`config.mk`:
```
export PLATFORM = sky130hd
export DESIGN_NAME = string_to_integer_parser
export DESIGN_NICKNAME = d
export VERILOG_FILES = /design/src/design/stip_pkg.sv /design/src/design/stip_front.sv /design/src/design/stip_queue.sv /design/src/design/stip_back.sv /design/src/design/string_to_integer_parser.sv
export SDC_FILE = /design/constraint.sdc
export NUM_CORES = 1
export LEC_CHECK = 0
export ABC_AREA = 0
export ABC_CLOCK_PERIOD_IN_PS = 9700
export BUFFER_PORTS_ARGS = -buffer_cell sky130_fd_sc_hd__buf_2
export CORE_UTILIZATION = 24
export CTS_CLUSTER_DIAMETER = 150
export DETAILED_ROUTE_END_ITERATION = 16
export GPL_ROUTABILITY_DRIVEN = 0
export PLACE_DENSITY = 0.47
export SYNTH_ARGS = -nofsm -noshare
export SYNTH_HDL_FRONTEND = slang
export SYNTH_SLANG_ARGS = --single-unit
export TNS_END_PERCENT = 50
```
`constraint.sdc`:
```
create_clock -name clk_i -period 9.7 [get_ports clk_i]
set_clock_uncertainty 0.05 [all_clocks]
set_input_delay 1.94 -clock clk_i [delete_from_list [all_inputs] [get_ports clk_i]]
set_output_delay 1.94 -clock clk_i [all_outputs]
set_load 0.01 [all_outputs]
```
`src/design/stip_pkg.sv`:
```
// ----------------------------------------------------------------------------
// stip_pkg
// Shared types and character constants for the string-to-integer parser.
// ----------------------------------------------------------------------------
package stip_pkg;

  // Configuration port
  localparam int unsigned AddrW    = 3;
  localparam int unsigned DataW    = 32;
  localparam int unsigned BaseW    = 6;
  localparam logic        REG_BASE = 1'b0;   // word index of base_select

  // Radix limits and fixed radixes
  localparam logic [BaseW-1:0] RADIX_MAX = 6'd36;
  localparam logic [BaseW-1:0] RADIX_ONE = 6'd1;
  localparam logic [BaseW-1:0] RADIX_OCT = 6'd8;
  localparam logic [BaseW-1:0] RADIX_DEC = 6'd10;
  localparam logic [BaseW-1:0] RADIX_HEX = 6'd16;
  localparam logic [BaseW-1:0] RADIX_AUTO = 6'd0;

  // Characters
  localparam logic [7:0] CH_SPACE = 8'h20;
  localparam logic [7:0] CH_PLUS  = 8'h2B;
  localparam logic [7:0] CH_MINUS = 8'h2D;
  localparam logic [7:0] CH_ZERO  = 8'h30;
  localparam logic [7:0] CH_NINE  = 8'h39;
  localparam logic [7:0] CH_UP_A  = 8'h41;
  localparam logic [7:0] CH_UP_Z  = 8'h5A;
  localparam logic [7:0] CH_LO_A  = 8'h61;
  localparam logic [7:0] CH_LO_Z  = 8'h7A;
  localparam logic [7:0] CH_LO_X  = 8'h78;
  localparam logic [7:0] LETTER_OFS = 8'd10;

  // One classified character, as handed from the front to the back
  typedef struct packed {
    logic             start;
    logic             is_digit;  // 0-9, a-z or A-Z
    logic [BaseW-1:0] digit;     // digit value 0..35 when is_digit
    logic             is_space;
    logic             is_plus;
    logic             is_minus;
    logic             is_zero;
    logic             is_x;
  } item_t;

endpackage

```
`src/design/stip_front.sv`:
```
// ----------------------------------------------------------------------------
// stip_front
// Character classifier: turns one input byte into a digit value and flags.
// ----------------------------------------------------------------------------
module stip_front (
  input  logic [7:0]     ch_i,
  input  logic           start_req_i,
  output stip_pkg::item_t item_o
);

  always_comb begin
    item_o          = '0;
    item_o.start    = start_req_i;
    item_o.is_space = (ch_i == stip_pkg::CH_SPACE);
    item_o.is_plus  = (ch_i == stip_pkg::CH_PLUS);
    item_o.is_minus = (ch_i == stip_pkg::CH_MINUS);
    item_o.is_zero  = (ch_i == stip_pkg::CH_ZERO);
    item_o.is_x     = (ch_i == stip_pkg::CH_LO_X);
    if (ch_i inside {[stip_pkg::CH_ZERO:stip_pkg::CH_NINE]}) begin
      item_o.is_digit = 1'b1;
      item_o.digit    = stip_pkg::BaseW'(ch_i - stip_pkg::CH_ZERO);
    end else if (ch_i inside {[stip_pkg::CH_LO_A:stip_pkg::CH_LO_Z]}) begin
      item_o.is_digit = 1'b1;
      item_o.digit    = stip_pkg::BaseW'(ch_i - stip_pkg::CH_LO_A + stip_pkg::LETTER_OFS);
    end else if (ch_i inside {[stip_pkg::CH_UP_A:stip_pkg::CH_UP_Z]}) begin
      item_o.is_digit = 1'b1;
      item_o.digit    = stip_pkg::BaseW'(ch_i - stip_pkg::CH_UP_A + stip_pkg::LETTER_OFS);
    end
  end

endmodule

```
`src/design/stip_queue.sv`:
```
// ----------------------------------------------------------------------------
// stip_queue
// Two-entry flop queue between the classifier and the parse engine.
// ----------------------------------------------------------------------------
module stip_queue (
  input  logic            clk_i,
  input  logic            rst_ni,
  input  logic            wr_i,
  input  stip_pkg::item_t wdata_i,
  output logic            full_o,
  input  logic            rd_i,
  output logic            valid_o,
  output stip_pkg::item_t rdata_o
);

  stip_pkg::item_t mem_q [2];
  logic            wr_ptr_q, wr_ptr_d;
  logic            rd_ptr_q, rd_ptr_d;
  logic [1:0]      count_q, count_d;
  logic            do_wr, do_rd;

  assign full_o  = (count_q == 2'd2);
  assign valid_o = (count_q != 2'd0);
  assign rdata_o = mem_q[rd_ptr_q];
  assign do_wr   = wr_i && !full_o;
  assign do_rd   = rd_i && valid_o;

  always_comb begin
    wr_ptr_d = do_wr ? ~wr_ptr_q : wr_ptr_q;
    rd_ptr_d = do_rd ? ~rd_ptr_q : rd_ptr_q;
    count_d  = count_q;
    if (do_wr && !do_rd) begin
      count_d = count_q + 2'd1;
    end else if (do_rd && !do_wr) begin
      count_d = count_q - 2'd1;
    end
  end

  always_ff @(posedge clk_i or negedge rst_ni) begin
    if (!rst_ni) begin
      wr_ptr_q <= 1'b0;
      rd_ptr_q <= 1'b0;
      count_q  <= 2'd0;
    end else begin
      wr_ptr_q <= wr_ptr_d;
      rd_ptr_q <= rd_ptr_d;
      count_q  <= count_d;
    end
  end

  always_ff @(posedge clk_i) begin
    if (do_wr) begin
      mem_q[wr_ptr_q] <= wdata_i;
    end
  end

endmodule

```
`src/design/stip_back.sv`:
```
// ----------------------------------------------------------------------------
// stip_back
// Parse engine: sign, prefix and radix resolution, digit multiply-add, and
// the result register.
// ----------------------------------------------------------------------------
module stip_back #(
  parameter int unsigned MAX_LEN = 4096,
  localparam int unsigned PosW   = $clog2(MAX_LEN + 1)
) (
  input  logic                       clk_i,
  input  logic                       rst_ni,
  input  logic [stip_pkg::BaseW-1:0] base_select_i,
  input  logic                       item_valid_i,
  input  stip_pkg::item_t            item_i,
  output logic                       item_take_o,
  output logic                       empty,
  input  logic                       pop,
  output logic signed [63:0]         value_o,
  output logic [PosW-1:0]            end_offset_o,
  output logic                       status_o,
  output logic                       overflow_o
);

  localparam logic [1:0] PhSkip   = 2'd0;
  localparam logic [1:0] PhPrefix = 2'd1;
  localparam logic [1:0] PhZero   = 2'd2;
  localparam logic [1:0] PhDigits = 2'd3;

  localparam int unsigned BaseW = stip_pkg::BaseW;

  // Parse state
  logic [1:0]       phase_q, phase_d;
  logic [63:0]      acc_q, acc_d;
  logic             neg_q, neg_d;
  logic [BaseW-1:0] radix_q, radix_d;
  logic [PosW-1:0]  pos_q, pos_d;
  logic             wrp_q, wrp_d;
  logic             fin_q, fin_d;

  // Result register
  logic             out_valid_q, out_valid_d;
  logic [63:0]      value_q;
  logic [PosW-1:0]  offset_q;
  logic             status_q;
  logic             ovf_q;

  // State as seen by this item (start clears it first)
  logic [1:0]       ph;
  logic [63:0]      acc;
  logic             neg;
  logic [BaseW-1:0] rad;
  logic [PosW-1:0]  pos;
  logic             wrp;
  logic             fin;

  logic             bad_base;
  logic [BaseW-1:0] first_radix;
  logic [BaseW-1:0] dig_radix;
  logic             digit_ok;
  logic [69:0]      wide;
  logic [PosW-1:0]  pos_inc;
  logic             take_first;
  logic             take_digit;
  logic             emit;
  logic [63:0]      res_value;
  logic             res_status;
  logic             res_ovf;
  logic             out_free;

  always_comb begin
    ph  = item_i.start ? PhSkip : phase_q;
    acc = item_i.start ? 64'd0 : acc_q;
    neg = item_i.start ? 1'b0 : neg_q;
    rad = item_i.start ? stip_pkg::RADIX_AUTO : radix_q;
    pos = item_i.start ? '0 : pos_q;
    wrp = item_i.start ? 1'b0 : wrp_q;
    fin = item_i.start ? 1'b0 : fin_q;

    bad_base    = (base_select_i == stip_pkg::RADIX_ONE) ||
                  (base_select_i > stip_pkg::RADIX_MAX);
    first_radix = (base_select_i == stip_pkg::RADIX_AUTO) ? stip_pkg::RADIX_DEC
                                                          : base_select_i;
    case (ph)
      PhSkip, PhPrefix: dig_radix = first_radix;
      PhZero:           dig_radix = (rad == stip_pkg::RADIX_AUTO) ? stip_pkg::RADIX_OCT
                                                                  : rad;
      default:          dig_radix = rad;
    endcase

    digit_ok = item_i.is_digit && (item_i.digit < dig_radix);
    wide     = 70'(acc) * 70'(dig_radix) + 70'(item_i.digit);
    pos_inc  = (pos < PosW'(MAX_LEN)) ? pos + PosW'(1) : pos;

    phase_d    = ph;
    acc_d      = acc;
    neg_d      = neg;
    radix_d    = rad;
    pos_d      = pos;
    wrp_d      = wrp;
    fin_d      = fin;
    take_first = 1'b0;
    take_digit = 1'b0;
    emit       = 1'b0;
    res_value  = neg ? (64'd0 - acc) : acc;
    res_status = 1'b0;
    res_ovf    = wrp;

    if (!fin) begin
      case (ph)
        PhSkip: begin
          if (item_i.is_space) begin
            pos_d = pos_inc;
          end else if (item_i.is_plus || item_i.is_minus) begin
            neg_d   = item_i.is_minus;
            pos_d   = pos_inc;
            phase_d = PhPrefix;
          end else begin
            take_first = 1'b1;
          end
        end
        PhPrefix: begin
          take_first = 1'b1;
        end
        PhZero: begin
          if (item_i.is_x) begin
            radix_d = stip_pkg::RADIX_HEX;
            pos_d   = pos_inc;
            phase_d = PhDigits;
          end else begin
            radix_d    = dig_radix;
            take_digit = 1'b1;
          end
        end
        default: begin
          take_digit = 1'b1;
        end
      endcase
    end

    if (take_first) begin
      if (bad_base) begin
        emit       = 1'b1;
        fin_d      = 1'b1;
        res_value  = 64'd0;
        res_status = 1'b1;
        res_ovf    = 1'b0;
      end else if (item_i.is_zero && (base_select_i == stip_pkg::RADIX_AUTO ||
                                      base_select_i == stip_pkg::RADIX_HEX)) begin
        radix_d = base_select_i;
        pos_d   = pos_inc;
        phase_d = PhZero;
      end else begin
        radix_d    = first_radix;
        take_digit = 1'b1;
      end
    end

    if (take_digit) begin
      if (digit_ok) begin
        acc_d   = wide[63:0];
        wrp_d   = wrp || (|wide[69:64]);
        pos_d   = pos_inc;
        phase_d = PhDigits;
      end else begin
        emit  = 1'b1;
        fin_d = 1'b1;
      end
    end
  end

  // Hold the item only when it would produce a result into a full slot
  assign out_free    = !out_valid_q || pop;
  assign item_take_o = item_valid_i && (!emit || out_free);

  always_comb begin
    out_valid_d = out_valid_q;
    if (out_valid_q && pop) begin
      out_valid_d = 1'b0;
    end
    if (item_take_o && emit) begin
      out_valid_d = 1'b1;
    end
  end

  always_ff @(posedge clk_i or negedge rst_ni) begin
    if (!rst_ni) begin
      phase_q     <= PhSkip;
      acc_q       <= 64'd0;
      neg_q       <= 1'b0;
      radix_q     <= stip_pkg::RADIX_AUTO;
      pos_q       <= '0;
      wrp_q       <= 1'b0;
      fin_q       <= 1'b0;
      out_valid_q <= 1'b0;
    end else begin
      out_valid_q <= out_valid_d;
      if (item_take_o) begin
        phase_q <= phase_d;
        acc_q   <= acc_d;
        neg_q   <= neg_d;
        radix_q <= radix_d;
        pos_q   <= pos_d;
        wrp_q   <= wrp_d;
        fin_q   <= fin_d;
      end
    end
  end

  always_ff @(posedge clk_i) begin
    if (item_take_o && emit) begin
      value_q  <= res_value;
      offset_q <= pos;
      status_q <= res_status;
      ovf_q    <= res_ovf;
    end
  end

  assign empty        = !out_valid_q;
  assign value_o      = value_q;
  assign end_offset_o = offset_q;
  assign status_o     = status_q;
  assign overflow_o   = ovf_q;

endmodule

```
`src/design/string_to_integer_parser.sv`:
```
// ----------------------------------------------------------------------------
// string_to_integer_parser
// Parses a signed integer from a character stream, one byte per request.
// ----------------------------------------------------------------------------
//  channel  | ports                                   | handshake
//  ---------+-----------------------------------------+---------------------
//  chars    | ch_i, start_req_i                       | push / full
//  results  | value_o, end_offset_o, status_o,        | empty / pop
//           | overflow_o                              |
//  config   | psel, penable, pwrite, paddr, pwdata,   | APB write, pready=1
//           | prdata                                  |
//
//  One character per cycle sustained unless stalled: an accepted character is
//  queued, then consumed by the parse engine; a result it ends is registered.
//  The 64x6 multiply-add of the digit path sets the cycle time.
//  Reset clears all parse state and sets base_select to auto-detect.
//  A character that ends a parse waits in the two-entry queue while the
//  result register is still full; full rises once the queue holds two.
// ----------------------------------------------------------------------------
module string_to_integer_parser #(
  parameter int unsigned MAX_LEN = 4096,
  localparam int unsigned PosW   = $clog2(MAX_LEN + 1)
) (
  input  logic                        clk_i,
  input  logic                        rst_ni,
  // characters
  input  logic                        push,
  output logic                        full,
  input  logic [7:0]                  ch_i,
  input  logic                        start_req_i,
  // results
  output logic                        empty,
  input  logic                        pop,
  output logic signed [63:0]          value_o,
  output logic [PosW-1:0]             end_offset_o,
  output logic                        status_o,
  output logic                        overflow_o,
  // configuration
  input  logic                        psel,
  input  logic                        penable,
  input  logic                        pwrite,
  input  logic [stip_pkg::AddrW-1:0]  paddr,
  input  logic [stip_pkg::DataW-1:0]  pwdata,
  output logic [stip_pkg::DataW-1:0]  prdata,
  output logic                        pready
);

  logic [stip_pkg::BaseW-1:0] base_q;
  logic                       reg_hit;
  logic                       cfg_wr;
  stip_pkg::item_t            front_item;
  stip_pkg::item_t            q_item;
  logic                       q_valid;
  logic                       q_take;

  // Register file: one register, word index in paddr[2]
  assign reg_hit = (paddr[2] == stip_pkg::REG_BASE);
  assign cfg_wr  = psel && penable && pwrite && reg_hit;
  assign pready  = 1'b1;
  assign prdata  = reg_hit ? stip_pkg::DataW'(base_q) : '0;

  always_ff @(posedge clk_i or negedge rst_ni) begin
    if (!rst_ni) begin
      base_q <= stip_pkg::RADIX_AUTO;
    end else if (cfg_wr) begin
      base_q <= pwdata[stip_pkg::BaseW-1:0];
    end
  end

  stip_front u_front (
    .ch_i        (ch_i),
    .start_req_i (start_req_i),
    .item_o      (front_item)
  );

  stip_queue u_queue (
    .clk_i   (clk_i),
    .rst_ni  (rst_ni),
    .wr_i    (push),
    .wdata_i (front_item),
    .full_o  (full),
    .rd_i    (q_take),
    .valid_o (q_valid),
    .rdata_o (q_item)
  );

  stip_back #(
    .MAX_LEN (MAX_LEN)
  ) u_back (
    .clk_i         (clk_i),
    .rst_ni        (rst_ni),
    .base_select_i (base_q),
    .item_valid_i  (q_valid),
    .item_i        (q_item),
    .item_take_o   (q_take),
    .empty         (empty),
    .pop           (pop),
    .value_o       (value_o),
    .end_offset_o  (end_offset_o),
    .status_o      (status_o),
    .overflow_o    (overflow_o)
  );

endmodule
```
==> flow_metrics.tcl, run 1 <==
set metrics [dict create \
    status "finished clean" \
    cts_hold_buf 0 \
    clock.fmax_mhz 116 \
    startpoint_type "flop" \
    r2r_start "u_queue.rd_ptr_q" \
    synthMuxAreaShare_pct 1.07 \
    cts_made_buffers 28 \
    ctsResizeCount 0 \
    path_cells "buf_4, mux2i_4, and2_1, o31ai_1, o32ai_4, buf_4, nor2_1, fa_1, fa_1, fa_1, ha_1, ha_1, o211ai_1, o21ai_1, a311o_1, a211oi_1, o31ai_1, a31oi_2, o41ai_1, a211oi_2, xnor2_1, a2111oi_0, a41oi_1" \
    slew_headroom_pct 37.7 \
    tightestPinTransition_ns 0.926 \
    setup_violations 0 \
    die_height_um 311 \
    nFillCells 10200 \
    grt_max_degree 111 \
    rsz0062_at_grt "no" \
    hold_viol_final 0 \
    synth_top_family_by_area "adder cells" \
    hp-class "reg2reg" \
    synth_fa_ha_area_share_pct 31.0 \
    synthXorXnorAreaFrac_pct 4.86 \
    vias 18500 \
    layout-drive-gt1-share_pct 9.06 \
    synth-main-ff-cell "edfxtp_1" \
    grt_antenna_before_repair 1 \
    start_util_pct 24.4 \
    finalMaxSlewViolations 0 \
    ant_nets 0 \
    criticalPathCategory "reg2reg" \
    grt_pass1_wl_mm 115 \
    hp-start "u_queue.wr_ptr_q" \
    slowest_delay_ns 0.79 \
    ys_seq_elements 204 \
    dieArea_um2 96700 \
    critical_path.slowest_cell "o41ai_1" \
    yosysSeqAreaShare_pct 24.6 \
    portBuffers 109 \
    multiInputGateArea_um2 16100 \
    clock-root-buffer "clkbuf_16" \
    setup_tns_ns 0 \
    post-route-period-util_pct 88.9 \
    antenna_cells 0 \
    cts_sinks 204 \
    syn_avg_cell_area_um2 9.00 \
    hold_slack_ns 0.448 \
    route.detailed.drc 0 \
    netlist_area_um2 22900 \
    ys_warn_count 0 \
    core_um2 93900 \
    cp_data_arrival_time_ns 9.02 \
    yosys.area_share.simple_pct 18.2 \
    avgViaCountPerCell 4.82 \
    crit_path_max_fanout 63 \
    post_cts_buffers 0 \
    grt_pass1_vias 19300 \
    io_pins 165 \
    ir_drop_mv 0.172 \
    reg2reg_depth 23 \
    clock_latency_ns 0.59 \
    leakage_nw 12.1 \
    crit_top_cell "fa_1" \
    fp-row-count 112 \
    drtIter0Drc 1253 \
    synthCells 2545 \
    mostFrequentLayoutCells "nor2_1 (483), fa_1 (252), nand2_1 (211)" \
    tritoncts "done" \
    avgRoutedWirePerCell_um 18.9 \
    seq_area_um2 5630 \
    layout_commonest_cell "nor2_1" \
    cp-startpoint "u_queue.rd_ptr_q" \
    power_density_nw_per_um2 181 \
    synthArstFlopShare_pct 48.5 \
    die_width_um 311 \
    htreeDepth 1 \
    drv_cap 0 \
    cp-end-kind "flop" \
    drt-total-wl_mm 72.3 \
    clk_pin_slew_ns 0.06 \
    required_ns 10.09 \
    grt.total_usage_pct 14.9 \
    clockBufferDepth 3 \
    whs_path_depth 1 \
    synth_edf_count 105 \
    dr.pass1.iters 5 \
    synth_compound_area_share_pct 14.5 \
    hpwlAfterDp_mm 54.9 \
    ys_types 86 \
    fin_crit_ns 8.63 \
    area_growth_pct 11.6 \
    grt_overflow_total 0 \
    final_nets 3027 \
]
[metrics by stage]
step / power (mW) / cell area [um^2] / instances / util (%) / setup slack [ns]
2_1_floorplan: 2.70 / 23000 / 2570 / - / 1.89
3_3_place_gp: 3.63 / 24600 / 3784 / 26.2 / 1.13
3_5_place_dp: 3.63 / 24600 / 3784 / 26.2 / 1.10
4_1_cts: 4.69 / 25600 / 3836 / 27.2 / 1.03
5_1_grt: 4.94 / 25600 / 3836 / 27.2 / 0.579
6_report: 4.64 / 25600 / 3836 / 27.2 / 1.07
[cells by family (layout without fill, tap and decap cells)]
kind of cell	after synthesis	in the layout
and+or+nand+nor	958	958
AOI/OAI and AO/OA	495	495
adders and majority gates	416	416
buffers and inverters	320	332
DFF	204	204
xor gates and xnor gates	127	127
muxes	23	23
other	2	27
[layout make-up]
cell class,count,area share [%]
clock inverter,22,0.798
timing repair buffer,133,2.95
inverter,147,2.16
sequential,204,22.0
tap,1254,6.14
clock buffer,30,2.77
multi-input combinational,2046,63.1
[metal layers]
metal,GRT usage (%),up-vias,share of wire [%]
li1,-,8670,-
met1,20.9,9290,47
met2,23.8,458,45
met3,2.93,72,6.2
met4,3.03,0,1.9
met5,0,-,0
[synth_stat cells (all sizes together) (13+ instances only)]
master / count / area (um^2)
buf: 57 / 334
a31oi: 26 / 169
nand3: 77 / 385
o31ai: 30 / 235
nand2: 213 / 802
dfrtp: 99 / 2480
xnor2: 54 / 473
a21o: 37 / 278
nor2: 485 / 1820
fa: 252 / 5040
inv: 147 / 552
xor2: 73 / 639
nand4: 19 / 119
nor2b: 18 / 113
edfxtp: 105 / 3150
a211oi: 15 / 118
and2: 20 / 125
a22o: 65 / 569
nand2b: 14 / 87.6
nor4: 16 / 100
o21ai: 111 / 556
o21bai: 13 / 109
and3: 15 / 93.8
nor3: 38 / 195
a21oi: 124 / 632
clkbuf: 116 / 439
ha: 164 / 2050
[worst max-delay path: cells and delay by family, from the launching register on]
| family | cells | cell delay (ns) |
|---|---|---|
| compound gates | 12 | 3.70 |
| xor+xnor | 1 | 0.15 |
| fa+ha+maj | 5 | 2.23 |
| buf+inv | 2 | 1.01 |
| flops | 1 | 0.32 |
| mux | 1 | 0.37 |
| simple gates | 2 | 0.61 |
[worst paths after layout]
check / endpoint / slack, ns
worst max register to register: u_back.wrp_q / 1.07
worst min-delay path: u_queue.wr_ptr_q / 0.45
worst max-delay path: u_back.wrp_q / 1.07
worst min register to register: u_queue.wr_ptr_q / 0.45
max in group asynchronous: u_back.acc_q[23] / 6.96
min in group asynchronous: u_back.pos_q[7] / 1.37
[registers in the layout (all words and copies together) (netlist names), 2 cells and up]
name / flops
u_back.value_o: 64
u_back.pos_q: 13
u_back.acc_q: 64
u_queue.count_q: 2
base_q: 6
u_back.radix_q: 6
u_back.phase_q: 2
u_back.end_offset_o: 13
u_queue.mem_q: 26
[power breakdown]
| group | switching [mW] | leakage (nW) | internal, mW |
|---|---|---|---|
| clock | 0.461 | 0.436 | 0.568 |
| sequential | 0.151 | 2.34 | 1.23 |
| combinational | 1.61 | 9.33 | 0.618 |
| total | 2.23 | 12.1 | 2.41 |
Note: power is estimated with default switching activity, not from simulation.
==> inputs of run 2 (changes only) <==
Settings changed: CORE_ASPECT_RATIO set to 0.6, CORE_UTILIZATION 24 to 54, PLACE_DENSITY 0.47 to 0.81.
==> run 2 against run 1 <==
Critical path depth decreased by 1. Die area decreased by 55%. First-iteration DRC count rose by 89%.
==> flow_metrics.tcl, run 2 (same netlist as run 1, synthesis figures left out) <==
set metrics [dict create \
    clock_latency_ns 0.54 \
    layout-drive-gt1-share_pct 8.74 \
    finalMaxSlewViolations 0 \
    path_depth 22 \
    clockBufferDepth 3 \
    pwr-share-seq_pct 30.5 \
    hp-class "reg2reg" \
    dr.pass1.iters 6 \
    grt.total_usage_pct 30.9 \
    die_width_um 268 \
    setup_tns_ns 0 \
    grt_max_degree 85 \
    fin_util_pct 58.8 \
    drv_cap 0 \
    setup_violations 0 \
    drt-total-wl_mm 66.1 \
    status "finished clean" \
    hold_viol_final 0 \
    cp_data_arrival_time_ns 9.28 \
    clockPowerShare_pct 22.2 \
    post-route-period-util_pct 92.2 \
    ir_drop_mv 0.148 \
    startpoint_type "flop" \
    clk_pin_slew_ns 0.07 \
    cp_num_buf_inv 3 \
    avgRoutedWirePerCell_um 21.0 \
    core_um2 41900 \
    post_cts_buffers 0 \
    stdcell_area_um2 24600 \
    switchingPower_mw 2.05 \
    dieArea_um2 43300 \
    crit_top_cell "fa_1" \
    mostFrequentLayoutCells "nor2_1 (483), fa_1 (252), nand2_1 (211)" \
    clock.fmax_mhz 112 \
    drtIter0Drc 2372 \
    criticalPathCategory "reg2reg" \
    whs_path_depth 1 \
    placed_cell_area_um2 23800 \
    clock-root-buffer "clkbuf_16" \
    hold_slack_ns 0.462 \
    area_growth_pct 7.49 \
    ant_nets 0 \
    critical_path.slowest_cell "dfrtp_1" \
    p_int_mw 2.44 \
    avgViaCountPerCell 6.34 \
    wl_met1_mm 26.5 \
    path_cells "mux2i_4, and2_1, mux2i_4, buf_4, nor2_1, fa_1, inv_1, fa_1, inv_1, fa_1, ha_1, ha_1, nand3_1, or4_1, a2111oi_1, nor3_1, o31ai_2, o22a_1, a311o_1, xor2_1, a2111oi_0, a41oi_1" \
    slowest_delay_ns 0.87 \
    grt_pass1_wl_mm 106 \
    htreeDepth 1 \
    grt_pass1_vias 19600 \
    route.detailed.drc 0 \
    grt_overflow_total 0 \
    reg2reg_depth 22 \
    cp-end-kind "flop" \
    cts_made_buffers 24 \
    wl_met3_mm 9.36 \
    antenna_cells 0 \
    start_util_pct 54.7 \
    die_height_um 162 \
    grt_antenna_before_repair 1 \
    slew_headroom_pct 16.0 \
    p_sw_share_pct 45.7 \
    comb_power_share_pct 47.3 \
    tightestPinTransition_ns 1.26 \
    cts_hold_buf 0 \
    power_density_nw_per_um2 183 \
    tritoncts "done" \
    met2WireLength_mm 27.8 \
    critical-path-top-delay-family "adder cells" \
    leakage_nw 12.1 \
    portBuffers 109 \
    io_pins 165 \
    hpwlAfterDp_mm 50.6 \
    layout_commonest_cell "nor2_1" \
    nFillCells 3543 \
    reg2reg_slack_ns 0.76 \
    final_nets 3022 \
    required_ns 10.04 \
    rsz0062_at_grt "no" \
    fp-row-count 58 \
    fin_crit_ns 8.94 \
    cts_sinks 204 \
    ctsResizeCount 0 \
    vias 19900 \
    crit_path_max_fanout 36 \
    routed.top_layer "met5" \
]
## run 2: cell types whose count changed in the layout (fill, tap and decap cells not counted), sizes merged
cell	delta
clkinv	-9
buf	-1
clkinvlp	+1
bufinv	+4
clkbuf	-3
inv	-1
## run 2: cell type report
cell class	count	area [um^2]	share of cell area, %
clock buffers	27	633	2.57
clock inverters	17	235	0.955
inverters	147	552	2.24
multi-input cells	2046	16100	65.5
flip-flops and latches	204	5630	22.9
well taps	570	713	2.90
repair buffers	132	721	2.93
## run 2: metrics by stage
step / power (mW) / worst slack (ns) / instances
3_5_place_dp: 3.44 / 1.03 / 3099
3_3_place_gp: 3.36 / 1.34 / 3099
2_1_floorplan: 2.70 / 1.89 / 2570
5_1_grt: 4.69 / 0.397 / 3143
4_1_cts: 4.44 / 0.997 / 3143
6_report: 4.49 / 0.756 / 3143
## run 2: per-layer routing
layer	up-vias	global-route usage, %
met3	188	8.84
met5	-	0
met1	9636	44.2
met2	1443	44.9
li1	8660	-
met4	2	10.4
## run 2: worst paths after layout
check	to	startpoint
max	u_back.wrp_q	u_queue.rd_ptr_q
max in group asynchronous	u_back.acc_q[29]	rst_ni
min reg2reg	u_queue.wr_ptr_q	u_queue.wr_ptr_q
min	u_queue.wr_ptr_q	u_queue.wr_ptr_q
max reg2reg	u_back.wrp_q	u_queue.rd_ptr_q
min in group asynchronous	u_back.pos_q[4]	rst_ni
## run 2: power by group through the flow
stage          Clock (mW)  Combinational, mW  Sequential (mW)
3_5_place_dp            0               2.05             1.38
2_1_floorplan           0               1.28             1.42
5_1_grt              1.03               2.26             1.39
6_report            0.997               2.13             1.37
4_1_cts              1.01               2.07             1.37
3_3_place_gp            0               1.99             1.37
